## src/color_shade_hls_defines.svh

```systemverilog
`ifndef COLOR_SHADE_HLS_DEFINES_SVH
`define COLOR_SHADE_HLS_DEFINES_SVH

// same-cycle implication under the block clock and reset
`define CSH_ASSERT_NOW(lbl, a, c) \
    lbl: assert property (@(posedge clk) disable iff (!rst_n) (a) |-> (c)) \
        else $error("csh assertion failed");

// next-cycle implication under the block clock and reset
`define CSH_ASSERT_NEXT(lbl, a, c) \
    lbl: assert property (@(posedge clk) disable iff (!rst_n) (a) |=> (c)) \
        else $error("csh assertion failed");

`endif

```

## src/csh_pkg.sv

```systemverilog
package csh_pkg;

    localparam int unsigned CH_W     = 16;
    localparam int unsigned DIV_W    = 16;
    localparam int unsigned FACT_W   = 16;
    localparam int unsigned HUE_W    = 17;
    localparam int unsigned NUM_LANE = 3;

    localparam logic [16:0] UNIT_ONE  = 17'd65535;
    localparam logic [16:0] DEG60     = 17'd15360;
    localparam logic [16:0] DEG120    = 17'd30720;
    localparam logic [16:0] DEG180    = 17'd46080;
    localparam logic [16:0] DEG240    = 17'd61440;
    localparam logic [16:0] DEG360    = 17'd92160;
    localparam logic [15:0] FACT_ONE  = 16'd4096;
    localparam logic [16:0] RECIP15   = 17'd69905;

    // which channel was largest, sets the hue base
    typedef enum logic [1:0] {
        HUE_RED,
        HUE_GREEN,
        HUE_BLUE
    } hue_sel_t;

    // fields that ride along with the two dividers
    typedef struct packed {
        logic [CH_W-1:0] lit;
        logic            d_zero;
        hue_sel_t        sel;
        logic            neg;
    } side_t;

endpackage

```

## src/csh_front.sv

```systemverilog
module csh_front
    import csh_pkg::*;
(
    input  logic                  clk,
    input  logic                  rst_n,
    input  logic                  ce,
    input  logic                  vin,
    input  logic [CH_W-1:0]       red,
    input  logic [CH_W-1:0]       green,
    input  logic [CH_W-1:0]       blue,
    output logic                  vout,
    output logic [2*DIV_W-1:0]    sat_num,
    output logic [DIV_W-1:0]      sat_den,
    output logic [2*DIV_W-1:0]    hue_num,
    output logic [DIV_W-1:0]      hue_den,
    output side_t                 side
);

    // stage one: max, min, hue selector, signed channel difference
    logic                v1_reg;
    logic [CH_W-1:0]     mx_reg, mn_reg, mx_next, mn_next;
    hue_sel_t            sel_reg, sel_next;
    logic signed [16:0]  diff_reg, diff_next;

    always_comb
    begin
        mx_next = red;
        if (green > mx_next)
            mx_next = green;
        if (blue > mx_next)
            mx_next = blue;
        mn_next = red;
        if (green < mn_next)
            mn_next = green;
        if (blue < mn_next)
            mn_next = blue;
        if (red == mx_next)
        begin
            sel_next  = HUE_RED;
            diff_next = $signed({1'b0, green}) - $signed({1'b0, blue});
        end
        else if (green == mx_next)
        begin
            sel_next  = HUE_GREEN;
            diff_next = $signed({1'b0, blue}) - $signed({1'b0, red});
        end
        else
        begin
            sel_next  = HUE_BLUE;
            diff_next = $signed({1'b0, red}) - $signed({1'b0, green});
        end
    end

    always_ff @(posedge clk or negedge rst_n)
    begin
        if (!rst_n)
            v1_reg <= 1'b0;
        else if (ce)
            v1_reg <= vin;
    end

    always_ff @(posedge clk)
    begin
        if (ce)
        begin
            mx_reg   <= mx_next;
            mn_reg   <= mn_next;
            sel_reg  <= sel_next;
            diff_reg <= diff_next;
        end
    end

    // stage two: dividend and divisor for saturation and hue
    logic                v2_reg;
    logic [DIV_W-1:0]    d_w, mag_w;
    logic [16:0]         sum_w, den_full;
    logic [2*DIV_W-1:0]  sat_num_reg, hue_num_reg;
    logic [DIV_W-1:0]    sat_den_reg, hue_den_reg;
    side_t               side_reg, side_next;

    always_comb
    begin
        d_w   = mx_reg - mn_reg;
        sum_w = {1'b0, mx_reg} + {1'b0, mn_reg};
        if (sum_w <= UNIT_ONE)
            den_full = sum_w;
        else
            den_full = (UNIT_ONE << 1) - sum_w;
        if (diff_reg < 0)
            mag_w = 16'(-diff_reg);
        else
            mag_w = diff_reg[15:0];
        side_next.lit    = sum_w[16:1];
        side_next.d_zero = (d_w == '0);
        side_next.sel    = sel_reg;
        side_next.neg    = diff_reg[16];
    end

    always_ff @(posedge clk or negedge rst_n)
    begin
        if (!rst_n)
            v2_reg <= 1'b0;
        else if (ce)
            v2_reg <= v1_reg;
    end

    always_ff @(posedge clk)
    begin
        if (ce)
        begin
            sat_num_reg <= {d_w, 16'd0} - {16'd0, d_w};
            sat_den_reg <= den_full[15:0];
            hue_num_reg <= {2'd0, mag_w, 14'd0} - {6'd0, mag_w, 10'd0};
            hue_den_reg <= d_w;
            side_reg    <= side_next;
        end
    end

    assign vout    = v2_reg;
    assign sat_num = sat_num_reg;
    assign sat_den = sat_den_reg;
    assign hue_num = hue_num_reg;
    assign hue_den = hue_den_reg;
    assign side    = side_reg;

endmodule

```

## config.mk

```make
export PLATFORM = sky130hd
export DESIGN_NAME = csh_front
export DESIGN_NICKNAME = d
export VERILOG_FILES = /design/src/color_shade_hls_defines.svh /design/src/csh_pkg.sv /design/src/csh_front.sv
export SDC_FILE = /design/constraint.sdc
export NUM_CORES = 1
export LEC_CHECK = 0
export ABC_AREA = 1
export ABC_CLOCK_PERIOD_IN_PS = 7750
export BUFFER_PORTS_ARGS = -buffer_cell sky130_fd_sc_hd__buf_2
export CORE_AREA = 2 2 163 165
export CTS_CLUSTER_DIAMETER = 120
export DETAILED_ROUTE_END_ITERATION = 8
export DIE_AREA = 0 0 165 167
export PLACE_DENSITY = 0.75
export SLEW_MARGIN = 40
export SYNTH_ARGS = -nofsm -noshare
export SYNTH_HDL_FRONTEND = slang
export SYNTH_SLANG_ARGS = --single-unit
```

## constraint.sdc

```tcl
create_clock -name clk -period 7.75 [get_ports clk]
set_input_delay 1.55 -clock clk [delete_from_list [all_inputs] [get_ports clk]]
set_output_delay 1.55 -clock clk [all_outputs]
set_load 0.01 [all_outputs]
```

After elaboration in Yosys (flattened, before gate mapping)
Cells that the tools add are included.
{"block": "totals", "latchBits": 0, "mem_bits_rw": 0, "elab_cells": 41, "inputBits": 52, "mem_count": 0, "romBits": 0, "ff_bits": 169}
{"block": "classes", "reduce_logical": 1, "n_addsub": 9, "bitwise_logic": 0, "shifts": 0, "multipliers": 0, "muxes": 9, "div": 0, "n_lt_le_gt_ge": 6, "n_eq_ne": 2}
{"cell": "$mux 16", "count": 6}
{"cell": "$sub 16x16->17", "count": 3}
{"cell": "$mux 17", "count": 2}
{"cell": "$eq 16x16->1", "count": 2}
{"cell": "$gt 16x16->1", "count": 2}
{"cell": "$lt 16x16->1", "count": 2}
{"cell": "$sub 32x16->32", "count": 1}
{"cell": "$sub 30x26->31", "count": 1}
{"cell": "$add 16x16->17", "count": 1}
{"cell": "$le 17x16->1 const B", "count": 1}
{"cell": "$lt 17x1->1 const B", "count": 1}
{"cell": "$logic_not 16->1", "count": 1}
{"cell": "$neg 16->16", "count": 1}
{"cell": "$sub 16x16->16", "count": 1}
{"cell": "$sub 16x16->16 const A", "count": 1}
{"cell": "$mux 2", "count": 1}

Longest topological paths before layout
{"block": "depth", "ltp_word": 7, "mapped_depth": 38, "depth_no_buf": 35}

Worst setup path after synthesis
OpenSTA, ideal clock, no wires.
{"block": "synth_path", "path_kind": "input -> register", "start": "input port green[12]", "end": "register diff_reg[0] (data pin)", "path_buffers": 4, "path_stages": 33, "arrival_time_ps": 4910, "setup_time_ps": 259, "setup_slack_ps": 2581, "path_cell_list": "inv_1 ha_1 nand2_1 inv_1 nand2_1 nand2_1 nand2_1 nand2_1 nor2_4 nand2_4 buf_8 nand2_2 nand2_2 ha_1 a21oi_1 nor2_1 nor2_1 nand2_1 nand2_1 nand2_2 nand2_1 buf_4 buf_4 nand3_1 nand3_1 nand2_1 nor2_1 nand2_1 nor2_4 nand2_4 buf_6 nand3_1 nand3_1"}
{"block": "synth_between", "elab_chain_cells": 7, "elab_cells_between_ends": 8, "classes_between": "order compare: 2; eq/ne: 2; mux: 4"}
{"element": "from (decl)", "line": "csh_front.sv:9", "rtl": "input logic [CH_W-1:0] green,"}
{"element": "$gt 16x16->1", "line": "csh_front.sv:28", "rtl": "if (green > mx_next)"}
{"element": "$mux 16", "line": "csh_front.sv:28"}
{"element": "$gt 16x16->1", "line": "csh_front.sv:30", "rtl": "if (blue > mx_next)"}
{"element": "$mux 16", "line": "csh_front.sv:30"}
{"element": "$eq 16x16->1", "line": "csh_front.sv:42", "rtl": "else if (green == mx_next)"}
{"element": "$mux 17", "line": "csh_front.sv:42"}
{"element": "$mux 17 *", "line": "csh_front.sv:37", "rtl": "if (red == mx_next)"}
{"element": "named net diff_next[0]", "line": "csh_front.sv:23", "rtl": "logic signed [16:0] diff_reg, diff_next;"}
{"element": "to (signal assigned)", "line": "csh_front.sv:69", "rtl": "diff_reg <= diff_next;"}
{"element": "to (decl)", "line": "csh_front.sv:23"}
Mark *: on every way through the listed nets, which the timed path passes. The rest lies on a longest branch.
A chain may end at the register's enable or synchronous reset.

Worst setup path in the final report
{"block": "layout_path", "start": "input port green[11]", "end": "register diff_reg[2] (data pin)"}
The elaborated chain is that of the path after synthesis.

==> flow_metrics.py <==
metrics = {
    "status": {
        "status": "completed",
    },
    "floorplanning": {
        "die_height_um": 167,
        "rows": 59,
        "dieArea_mm2": 0.0276,
        "coreArea_mm2": 0.0258,
        "dieWidth_um": 165,
        "ios": 169,
        "initial_core_util": 0.540,
    },
    "clocking": {
        "cts_hold_buf": 0,
        "path_clk_slew_ns": 0.08,
        "cts_resized": 0,
        "cts_tree": "yes",
        "cts_sinks": 156,
        "cts_max_level": 4,
        "cts_buffers": 17,
        "insertion_delay_ns": 0.44,
        "cts_root_buf": "clkbuf_16",
        "postCtsSetupBuffers": 0,
        "cts.path.max_buffers": 2,
    },
    "job": {
        "drv_cap": 0,
    },
    "power": {
        "leakagePower_nw": 7.95,
        "p_per_area_mw_per_mm2": 303,
        "ir_drop_v": 0.000170,
        "finalPower_mw": 4.72,
    },
    "timing": {
        "fin_hold_ws_ns": 0.430,
        "fmax_mhz": 156,
        "min_period_over_period": 0.829,
        "final.setup.tns_ns": 0,
        "rsz0062_at_grt": "no",
        "report.final.setup_viol": 0,
        "worst_slew_pin_slew_ns": 0.852,
        "finalClockSkew_ns": 0.0158,
        "finalHoldViolCount": 0,
        "slew_viol_final": 0,
        "setup_slack_ns": 1.33,
        "period_minus_slack_ns": 6.42,
        "relSlewSlack": 0.430,
    },
    "final_layout": {
        "multiInputGateArea_mm2": 0.00800,
        "final_common_cell": "nand2_1",
        "final_cells": 2364,
        "ff_latch_area_mm2": 0.00467,
        "nFillCells": 2354,
        "fin_util": 0.604,
        "mostFrequentLayoutCells": "517 x nand2_1, 250 x inv_1, 229 x nand3_1",
        "syn2layout_area_growth_pct": 11.8,
        "largest_reg_flops": 32,
        "fin_area_mm2": 0.0156,
        "fin_nets": 2197,
        "layout-drive-gt1-share": 0.129,
    },
    "routing": {
        "drc_errors": 0,
        "num_vias": 13200,
        "drtPass1Iterations": 9,
        "ant_nets": 0,
        "drt_iter0_drc": 1345,
        "routed_wl_um": 40600,
        "routedWlPerCell_um": 17.2,
        "vias_per_cell": 5.59,
    },
    "grt": {
        "antenna_found_initial": 0,
        "grt-ovfl-total": 0,
        "grt_max_degree": 82,
        "track_usage": 0.295,
        "grt_pass1_wl_um": 63600,
        "grt_pass1_vias": 12100,
    },
    "setup_path": {
        "cp_data_arrival_time_ns": 6.73,
        "critPathLaunchType": "input port",
        "cp.required_ns": 8.06,
        "end_kind": "register",
        "crit_path_top_delay_cell": "nor2_4",
        "cpMostUsedCell": "nand2_1",
        "path_class": "input port to register",
        "cpPeakStageDelay_ns": 0.41,
        "cp_max_fo": 18,
    },
    "yosys": {
        "synth-edff-count": 154,
        "yosysSeqAreaShare": 0.336,
        "syn_inst": 1868,
        "syn-mean-instance-area_um2": 7.45,
        "synth_top_area_cell": "edfxtp_1",
        "synth_ff_type": "edfxtp_1",
        "synth_area_leaders": "edfxtp_1 33%, nand2_1 14%, ha_1 11%",
        "syn_area_mm2": 0.0139,
        "ys_ff_latch": 156,
        "synth_top_area_share": 0.332,
        "ys_types": 45,
        "yosysWarnings": 0,
        "postSynth.asyncResetShare": 0.0128,
    },
    "worst_hold_path": {
        "hold_class": "register to register",
    },
    "placed_design": {
        "post_dp_cell_area_mm2": 0.0149,
        "gp_congestion": 1.00,
        "dpl.hpwl_um": 32600,
        "dpl_worst_slack_ns": 1.01,
        "placed_cells": 2331,
        "io_buffers": 158,
    },
}
[critical path, delay by kind of cell]
kind | cells | cell delay (ns)
AOI/OAI and AO/OA | 1 | 0.16
adders and majority gates | 2 | 0.66
buffers and inverters | 5 | 0.97
and+or+nand+nor | 22 | 3.38
[final timing paths]
kind                                to         from  depth (start not counted)  slack [ns]
setup / recovery           diff_reg[2]    green[11]                         30        1.33
hold / removal                 side[2]   sel_reg[1]                          0        0.43
setup reg to reg           hue_num[29]  diff_reg[0]                         20        3.92
hold reg to reg                side[2]   sel_reg[1]                          0        0.43
max in group asynchronous         vout        rst_n                          1        6.77
min in group asynchronous       v1_reg        rst_n                          1        0.88
[cells by family after synthesis]
logic type | share of synthesized area
AOI/OAI and AO/OA | 0.0786
and+or+nand+nor | 0.300
other | 0.000270
xor gates and xnor gates | 0.0739
adders and majority gates | 0.120
DFF | 0.336
buffers and inverters | 0.0913
[Yosys cell counts, types with 19 or more instances]
| library cell | count |
|---|---|
| nand2_2 | 22 |
| nor2_1 | 118 |
| inv_1 | 250 |
| buf_4 | 19 |
| edfxtp_1 | 154 |
| xnor2_1 | 30 |
| xor2_1 | 80 |
| nand4_1 | 20 |
| nor3_1 | 26 |
| nand3_1 | 229 |
| a21oi_1 | 91 |
| nand2_1 | 517 |
| ha_1 | 125 |
| o21ai_0 | 65 |
[report_power, final]
group / internal, mW / total [mW] / switching (mW) / leakage, nW
Clock: 0.468 / 0.887 / 0.419 / 0.296
Sequential: 1.34 / 1.43 / 0.0897 / 1.53
Combinational: 0.799 / 2.41 / 1.61 / 6.13
[per-layer routing]
| layer | wire length [um] | global-route usage | part of all wire | vias to the layer above |
|---|---|---|---|---|
| met5 | 0 | 0 | 0 | - |
| met4 | 1100 | 0.0892 | 0.027 | 0 |
| met3 | 2840 | 0.0324 | 0.070 | 78 |
| met2 | 19000 | 0.484 | 0.47 | 577 |
| met1 | 17600 | 0.409 | 0.43 | 6113 |
| li1 | - | - | - | 6447 |
[cell type report]
type | instances | area share
diodes | 1 | 0.000161
clock buffers | 17 | 0.0273
clock inverters | 15 | 0.0125
inverters | 259 | 0.0626
multi-input cells | 1414 | 0.514
flip-flops and latches | 156 | 0.300
well taps | 335 | 0.0269
repair buffers | 167 | 0.0558
Note: power is estimated with default switching activity, not from simulation.
