## config.mk

```make
export PLATFORM = sky130hd
export DESIGN_NAME = csh_div
export DESIGN_NICKNAME = d
export VERILOG_FILES = /design/src/color_shade_hls_defines.svh /design/src/csh_pkg.sv /design/src/csh_div.sv
export SDC_FILE = /design/constraint.sdc
export NUM_CORES = 2
export LEC_CHECK = 0
export BUFFER_PORTS_ARGS = -buffer_cell sky130_fd_sc_hd__buf_2
export CORE_MARGIN = 2
export CORE_UTILIZATION = 39
export CTS_CLUSTER_SIZE = 40
export DETAILED_ROUTE_END_ITERATION = 6
export HOLD_SLACK_MARGIN = 0.05
export PLACE_DENSITY = 0.63
export SLEW_MARGIN = 0
export SYNTH_ARGS = -nofsm -noshare
export SYNTH_HDL_FRONTEND = slang
export SYNTH_SLANG_ARGS = --single-unit
```

## constraint.sdc

```tcl
create_clock -name clk -period 3.25 [get_ports clk]
set_clock_uncertainty 0.2 [all_clocks]
set_input_delay 0.8125 -clock clk [delete_from_list [all_inputs] [get_ports clk]]
set_output_delay 0.8125 -clock clk [all_outputs]
set_load 0.005 [all_outputs]
```

## src/color_shade_hls_defines.svh

```systemverilog
`ifndef COLOR_SHADE_HLS_DEFINES_SVH
`define COLOR_SHADE_HLS_DEFINES_SVH

// same-cycle implication under the block clock and reset
`define CSH_ASSERT_NOW(lbl, a, c) \
    lbl: assert property (@(posedge clk) disable iff (!rst_n) (a) |-> (c)) \
        else $error("csh assertion failed");

// next-cycle implication under the block clock and reset
`define CSH_ASSERT_NEXT(lbl, a, c) \
    lbl: assert property (@(posedge clk) disable iff (!rst_n) (a) |=> (c)) \
        else $error("csh assertion failed");

`endif

```

## src/csh_pkg.sv

```systemverilog
package csh_pkg;

    localparam int unsigned CH_W     = 16;
    localparam int unsigned DIV_W    = 16;
    localparam int unsigned FACT_W   = 16;
    localparam int unsigned HUE_W    = 17;
    localparam int unsigned NUM_LANE = 3;

    localparam logic [16:0] UNIT_ONE  = 17'd65535;
    localparam logic [16:0] DEG60     = 17'd15360;
    localparam logic [16:0] DEG120    = 17'd30720;
    localparam logic [16:0] DEG180    = 17'd46080;
    localparam logic [16:0] DEG240    = 17'd61440;
    localparam logic [16:0] DEG360    = 17'd92160;
    localparam logic [15:0] FACT_ONE  = 16'd4096;
    localparam logic [16:0] RECIP15   = 17'd69905;

    // which channel was largest, sets the hue base
    typedef enum logic [1:0] {
        HUE_RED,
        HUE_GREEN,
        HUE_BLUE
    } hue_sel_t;

    // fields that ride along with the two dividers
    typedef struct packed {
        logic [CH_W-1:0] lit;
        logic            d_zero;
        hue_sel_t        sel;
        logic            neg;
    } side_t;

endpackage

```

## src/csh_div.sv

```systemverilog
module csh_div
    import csh_pkg::*;
(
    input  logic                  clk,
    input  logic                  rst_n,
    input  logic                  ce,
    input  logic                  vin,
    input  logic [2*DIV_W-1:0]    sat_num,
    input  logic [DIV_W-1:0]      sat_den,
    input  logic [2*DIV_W-1:0]    hue_num,
    input  logic [DIV_W-1:0]      hue_den,
    input  side_t                 side_in,
    output logic                  vout,
    output logic [DIV_W-1:0]      sat_q,
    output logic [DIV_W-1:0]      hue_q,
    output side_t                 side_out
);

    // restoring division, one quotient bit per stage, both lanes side by side
    logic             v_reg   [DIV_W];
    logic [DIV_W-1:0] srem_reg [DIV_W], slow_reg [DIV_W], sq_reg [DIV_W], sdiv_reg [DIV_W];
    logic [DIV_W-1:0] hrem_reg [DIV_W], hlow_reg [DIV_W], hq_reg [DIV_W], hdiv_reg [DIV_W];
    side_t            side_reg [DIV_W];

    genvar k;
    generate
        for (k = 0; k < DIV_W; k++)
        begin : g_stage
            logic             v_cur;
            logic [DIV_W-1:0] srem, slow, sq, sdiv, hrem, hlow, hq, hdiv;
            side_t            sd;
            logic [DIV_W:0]   strial, htrial;
            logic             sge, hge;

            if (k == 0)
            begin : g_first
                assign v_cur = vin;
                assign srem  = sat_num[2*DIV_W-1:DIV_W];
                assign slow  = sat_num[DIV_W-1:0];
                assign sq    = '0;
                assign sdiv  = sat_den;
                assign hrem  = hue_num[2*DIV_W-1:DIV_W];
                assign hlow  = hue_num[DIV_W-1:0];
                assign hq    = '0;
                assign hdiv  = hue_den;
                assign sd    = side_in;
            end
            else
            begin : g_next
                assign v_cur = v_reg[k-1];
                assign srem  = srem_reg[k-1];
                assign slow  = slow_reg[k-1];
                assign sq    = sq_reg[k-1];
                assign sdiv  = sdiv_reg[k-1];
                assign hrem  = hrem_reg[k-1];
                assign hlow  = hlow_reg[k-1];
                assign hq    = hq_reg[k-1];
                assign hdiv  = hdiv_reg[k-1];
                assign sd    = side_reg[k-1];
            end

            assign strial = {srem, slow[DIV_W-1]};
            assign htrial = {hrem, hlow[DIV_W-1]};
            assign sge    = (strial >= {1'b0, sdiv});
            assign hge    = (htrial >= {1'b0, hdiv});

            always_ff @(posedge clk or negedge rst_n)
            begin
                if (!rst_n)
                    v_reg[k] <= 1'b0;
                else if (ce)
                    v_reg[k] <= v_cur;
            end

            always_ff @(posedge clk)
            begin
                if (ce)
                begin
                    srem_reg[k] <= sge ? DIV_W'(strial - {1'b0, sdiv}) : strial[DIV_W-1:0];
                    slow_reg[k] <= {slow[DIV_W-2:0], 1'b0};
                    sq_reg[k]   <= {sq[DIV_W-2:0], sge};
                    sdiv_reg[k] <= sdiv;
                    hrem_reg[k] <= hge ? DIV_W'(htrial - {1'b0, hdiv}) : htrial[DIV_W-1:0];
                    hlow_reg[k] <= {hlow[DIV_W-2:0], 1'b0};
                    hq_reg[k]   <= {hq[DIV_W-2:0], hge};
                    hdiv_reg[k] <= hdiv;
                    side_reg[k] <= sd;
                end
            end
        end
    endgenerate

    assign vout     = v_reg[DIV_W-1];
    assign sat_q    = sq_reg[DIV_W-1];
    assign hue_q    = hq_reg[DIV_W-1];
    assign side_out = side_reg[DIV_W-1];

endmodule

```

# --- Yosys cells after proc, flatten, opt, wreduce, memory -nomap -nowiden ---
# Memories as Yosys holds them, arrays and structs flattened.
# Index checks and enable logic that the tools add are counted.
classes:
  add_sub_neg: 32
  n_lt_le_gt_ge: 32
  mux: 34
op_table:
  columns: ["operator", "count"]
  rows:
  - ["greater-or-equal comparator 17 x 16 -> 1 bit", 32]
  - ["two-way mux 16 bit", 32]
  - ["subtractor 16 bit", 32]
  - ["two-way mux 1 bit", 2]
totals:
  ff_bits: 16
  mem_bits_rw: 2336
  wordCells: 123
  memories: 9
mem_list:
  columns: ["memory", "words", "word_bits", "rd", "rd_ports_with_merged_regs", "write_ports", "line_no", "text"]
  rows:
  - ["side_reg", 16, 20, 16, 0, 16, "csh_div.sv:23", "side_t side_reg [DIV_W];"]
  - ["hdiv_reg", 16, 16, 15, 0, 16, "csh_div.sv:22", "logic [DIV_W-1:0] hrem_reg [DIV_W], hlow_reg [DIV_W], hq_reg [DIV_W], hdiv_reg [DIV_W];"]
  - ["hq_reg", 16, 16, 16, 0, 16, "csh_div.sv:22", null]
  - ["hrem_reg", 16, 16, 15, 0, 16, "csh_div.sv:22", null]
  - ["sdiv_reg", 16, 16, 15, 0, 16, "csh_div.sv:21", "logic [DIV_W-1:0] srem_reg [DIV_W], slow_reg [DIV_W], sq_reg [DIV_W], sdiv_reg [DIV_W];"]
  - ["sq_reg", 16, 16, 16, 0, 16, "csh_div.sv:21", null]
  - ["3 more memories", null, null, null, null, null, null, null]

# --- Logic depth before layout (Yosys ltp) ---
# An unclocked memory read counts as a cell.
depth:
  word_depth: 3
  depth_mapped: 13

# --- Worst setup path before layout ---
# OpenSTA, ideal clock, no wires.
synth_timing:
  kind: "input -> register"
  from: "input port hue_den[1]"
  to: "memory hrem_reg[0][0], data pin"
  setup_time_ps: 267
  t_arrival_ps: 2954
  path_slack_ps: -171
  path_stages: 11
  cell_sequence: "inv_1 ha_1 nor2b_1 o21ai_0 a21boi_0 o21ai_0 a2111o_1 and3_1 o21ai_1 clkbuf_1 a21oi_1"
synth_lines:
  columns: ["item", "line_no", "text"]
  rows:
  - ["from (decl)", "csh_div.sv:11", "input logic [DIV_W-1:0] hue_den,"]
  - ["to (decl)", "csh_div.sv:22", null]

==> reports/metrics.yaml <==
cts_buffers: 196
start_util: 0.393
cts_tree: "built"
synth_seq_cells: 1808
syn_to_final_growth_pct: 23.1
setup_tns_ns: -2.02
wl_per_cell_um: 15.1
drt_iter0_drc: 2592
vias_per_cell: 4.86
cts_root_buf: "clkbuf_16"
postLayoutCellArea_um2: 103000
die_w_um: 466
fmax_mhz: 296
min_period_ns: 3.38
cts_max_level: 4
fin_cells: 10000
critPathKind: "flop to flop"
die-area_um2: 217000
clockPowerShare: 0.230
power_w: 0.0925
largest_reg_flops: 320
antennaDiodeCount: 0
via_count: 48600
clock-sinks: 1808
max_slew_margin: 0.574
status: "finished, violations left"
critPathLaunchType: "flop"
power_density_nw_per_um2: 902
switchingPower_w: 0.0287
fp-row-count: 169
synth_nets: 6616
crit_fanout: 8
clk_latency_ns: 0.85
pwr-share-seq: 0.372
syn_area_um2: 83300
ys_seq_area_frac: 0.651
synthCells: 5954
grt_setup_unrepaired: "true"
clockBufferDepth: 3
cts.clk_slew.worst_paths_ns: 0.06
avgSynthCellArea_um2: 14.0
synth_ff_type: "edfxtp_1"
first_pass_iters: 6
dpl.hpwl_mm: 105
grt_max_degree: 90
violations: "negative setup slack"
grt_pass1_vias: 49400
fin_nets: 7679
antenna_left: 0
finalHoldViolations: 0
yosys_warnings: 0
dp.cells: 9416
postSynth.asyncResetShare: 0.00885
worst_slew_pin_slew_ns: 0.632
synth_edf_count: 1792
p_comb_frac: 0.398
place_area_um2: 92100
setup_viol: 37
synth.distinct_cells: 87
grtUsageTotal: 0.135
irDropWorstVdd_uv: 510
io_buffers: 172
die_h_um: 466
cp_data_arrival_time_ns: 3.78
core_um2: 212000
drive_gt1_frac: 0.240
grt_pass1_wl_mm: 242
maxCapViolations: 0
io-pin-count: 173
routed_wl_mm: 151
antenna_found_initial: 0
p_int_w: 0.0638
p_leak_nw: 40.9
fin_crit_sh: 1.04
grt-ovfl-total: 0
worst_setup_path_end_kind: "flop"
swShare: 0.310
gp_congestion: 0.863
pre_cts_slack_ns: -0.581
hold_path_class: "input port to flop"
route.detailed.drc: 0
final.setup.worst_slack_ns: -0.128
crit_required_ns: 3.65
drv_slew: 0
-- critical path, cell delays in order (launching register included) --
cell       delay (ns)
edfxtp_1         0.41
inv_2            0.09
ha_4             0.22
a21o_1           0.20
a221oi_2         0.25
a21bo_2          0.28
a211oi_2         0.23
nor3_2           0.10
nor3_2           0.20
o21bai_2         0.10
a211oi_4         0.21
buf_6            0.15
clkbuf_16        0.16
mux2_2           0.33
-- per-layer routing --
| metal | wire [µm] | track usage | part of all wire |
|---|---|---|---|
| met5 | 0 | 0 | 0 |
| met4 | 5960 | 0.0586 | 0.039 |
| met3 | 4740 | 0.0240 | 0.031 |
| met2 | 77500 | 0.242 | 0.51 |
| met1 | 63000 | 0.157 | 0.42 |
-- final cells by class --
cell class / instances / area [µm²]
multi-input cells: 3420 / 28400
well taps: 2821 / 3530
inverters: 663 / 2490
fillers: 18100 / 110000
repair buffers: 928 / 7710
clock buffers: 249 / 5150
clock inverters: 113 / 1100
flip-flops and latches: 1808 / 54200
-- power by group through the flow --
stage / clock network (W) / logic [W] / registers, W
2_1_floorplan: 0 / 0.0228 / 0.0338
3_3_place_gp: 0 / 0.0312 / 0.0347
6_report: 0.0212 / 0.0368 / 0.0344
4_1_cts: 0.0220 / 0.0341 / 0.0343
5_1_grt: 0.0229 / 0.0404 / 0.0349
3_5_place_dp: 0 / 0.0320 / 0.0347
-- what timing repair did --
action                     CTS  global route
gates cloned                 7             8
resized for setup          158           354
setup endpoints to repair  285           413
pin swaps                   69           142
setup buffers               50            73
hold buffers                96             0
hold endpoints to repair   111             0
-- kinds of logic (layout without fill, tap and decap cells) --
group / count (synthesis) / after routing / synth area share
adder cells (fa/ha/maj): 542 / 542 / 0.0841
AO/OA/AOI/OAI: 1139 / 1139 / 0.0880
multiplexers: 343 / 343 / 0.0459
buffers and inverters: 726 / 1953 / 0.0339
flip-flops: 1808 / 1808 / 0.651
AND/OR/NAND/NOR: 1050 / 1050 / 0.0609
XOR/XNOR: 346 / 346 / 0.0364
-- synthesized netlist by cell type, types with 10 or more instances --
cell type,instances,area share
o21ai_1,12,0.00072
edfxtp_1,1792,0.65
mux2_1,20,0.0027
xnor2_1,241,0.025
a21oi_1,348,0.021
dfrtp_1,16,0.0048
or3_1,19,0.0014
or2_2,11,0.00083
ha_1,512,0.077
and4_1,15,0.0016
o21a_1,53,0.0048
mux2_2,270,0.037
a21boi_0,19,0.0017
o21bai_1,34,0.0031
o211ai_1,10,0.00090
o311ai_0,13,0.0014
o31a_1,16,0.0017
o41ai_1,13,0.0014
inv_1,663,0.030
a31oi_1,28,0.0021
nand2_1,241,0.011
and3_1,30,0.0023
a211o_1,17,0.0018
buf_4,10,0.00090
and2_1,12,0.00090
nor2b_1,98,0.0074
a31o_2,17,0.0018
a21o_1,126,0.011
nor2_1,320,0.014
xor2_1,105,0.011
nor4_1,27,0.0020
fa_1,30,0.0072
nand2b_1,50,0.0038
nor3_1,80,0.0048
a211oi_1,35,0.0032
nand4_1,57,0.0043
o21ai_0,264,0.016
mux2i_1,48,0.0058
clkbuf_1,36,0.0016
nand3_1,67,0.0040
o31ai_1,34,0.0031
-- layout by cell type (no fill, tap or decap), types with 27 or more instances in the layout --
cell type / n
nor2_1: 301
clkbuf_16: 206
nand3_1: 65
o21a_1: 53
o21ai_0: 222
buf_2: 171
o21bai_1: 29
a21oi_2: 45
buf_4: 576
mux2_4: 125
nand4_1: 57
nand2b_1: 49
ha_1: 461
mux2i_1: 46
a21oi_1: 301
clkinv_1: 48
a21o_1: 126
xnor2_1: 241
mux2_2: 168
xor2_1: 105
and3_1: 30
dlygate4sd3_1: 96
buf_12: 49
nand2_1: 236
edfxtp_1: 1792
clkbuf_1: 51
inv_1: 637
clkinv_2: 27
nor3_1: 75
ha_4: 43
nor2b_1: 83
o21ai_1: 32
-- path summary, 6_finish.rpt --
check / endpoint / slack [ns] / cells past startpoint / startpoint
max: srem_reg[0][50] / -0.13 / 13 / sdiv_reg[2][6]
min: hrem_reg[0][7] / 0.15 / 3 / hue_num[22]
max reg2reg: srem_reg[0][50] / -0.13 / 13 / sdiv_reg[2][6]
min reg2reg: sq_reg[4][24] / 0.20 / 0 / sq_reg[4][7]
max in group asynchronous: g_stage[3].v_cur / 2.37 / 2 / rst_n
min in group asynchronous: g_stage[14].v_cur / 0.23 / 2 / rst_n
-- metrics by stage --
stage               utilization  hold slack (ns)
CTS                       0.474           0.0538
finish                    0.484            0.149
floorplan                     -            0.200
global route              0.484           0.0907
global placement          0.434            0.200
detailed placement        0.434            0.205
(Power assumes the default switching activity.)
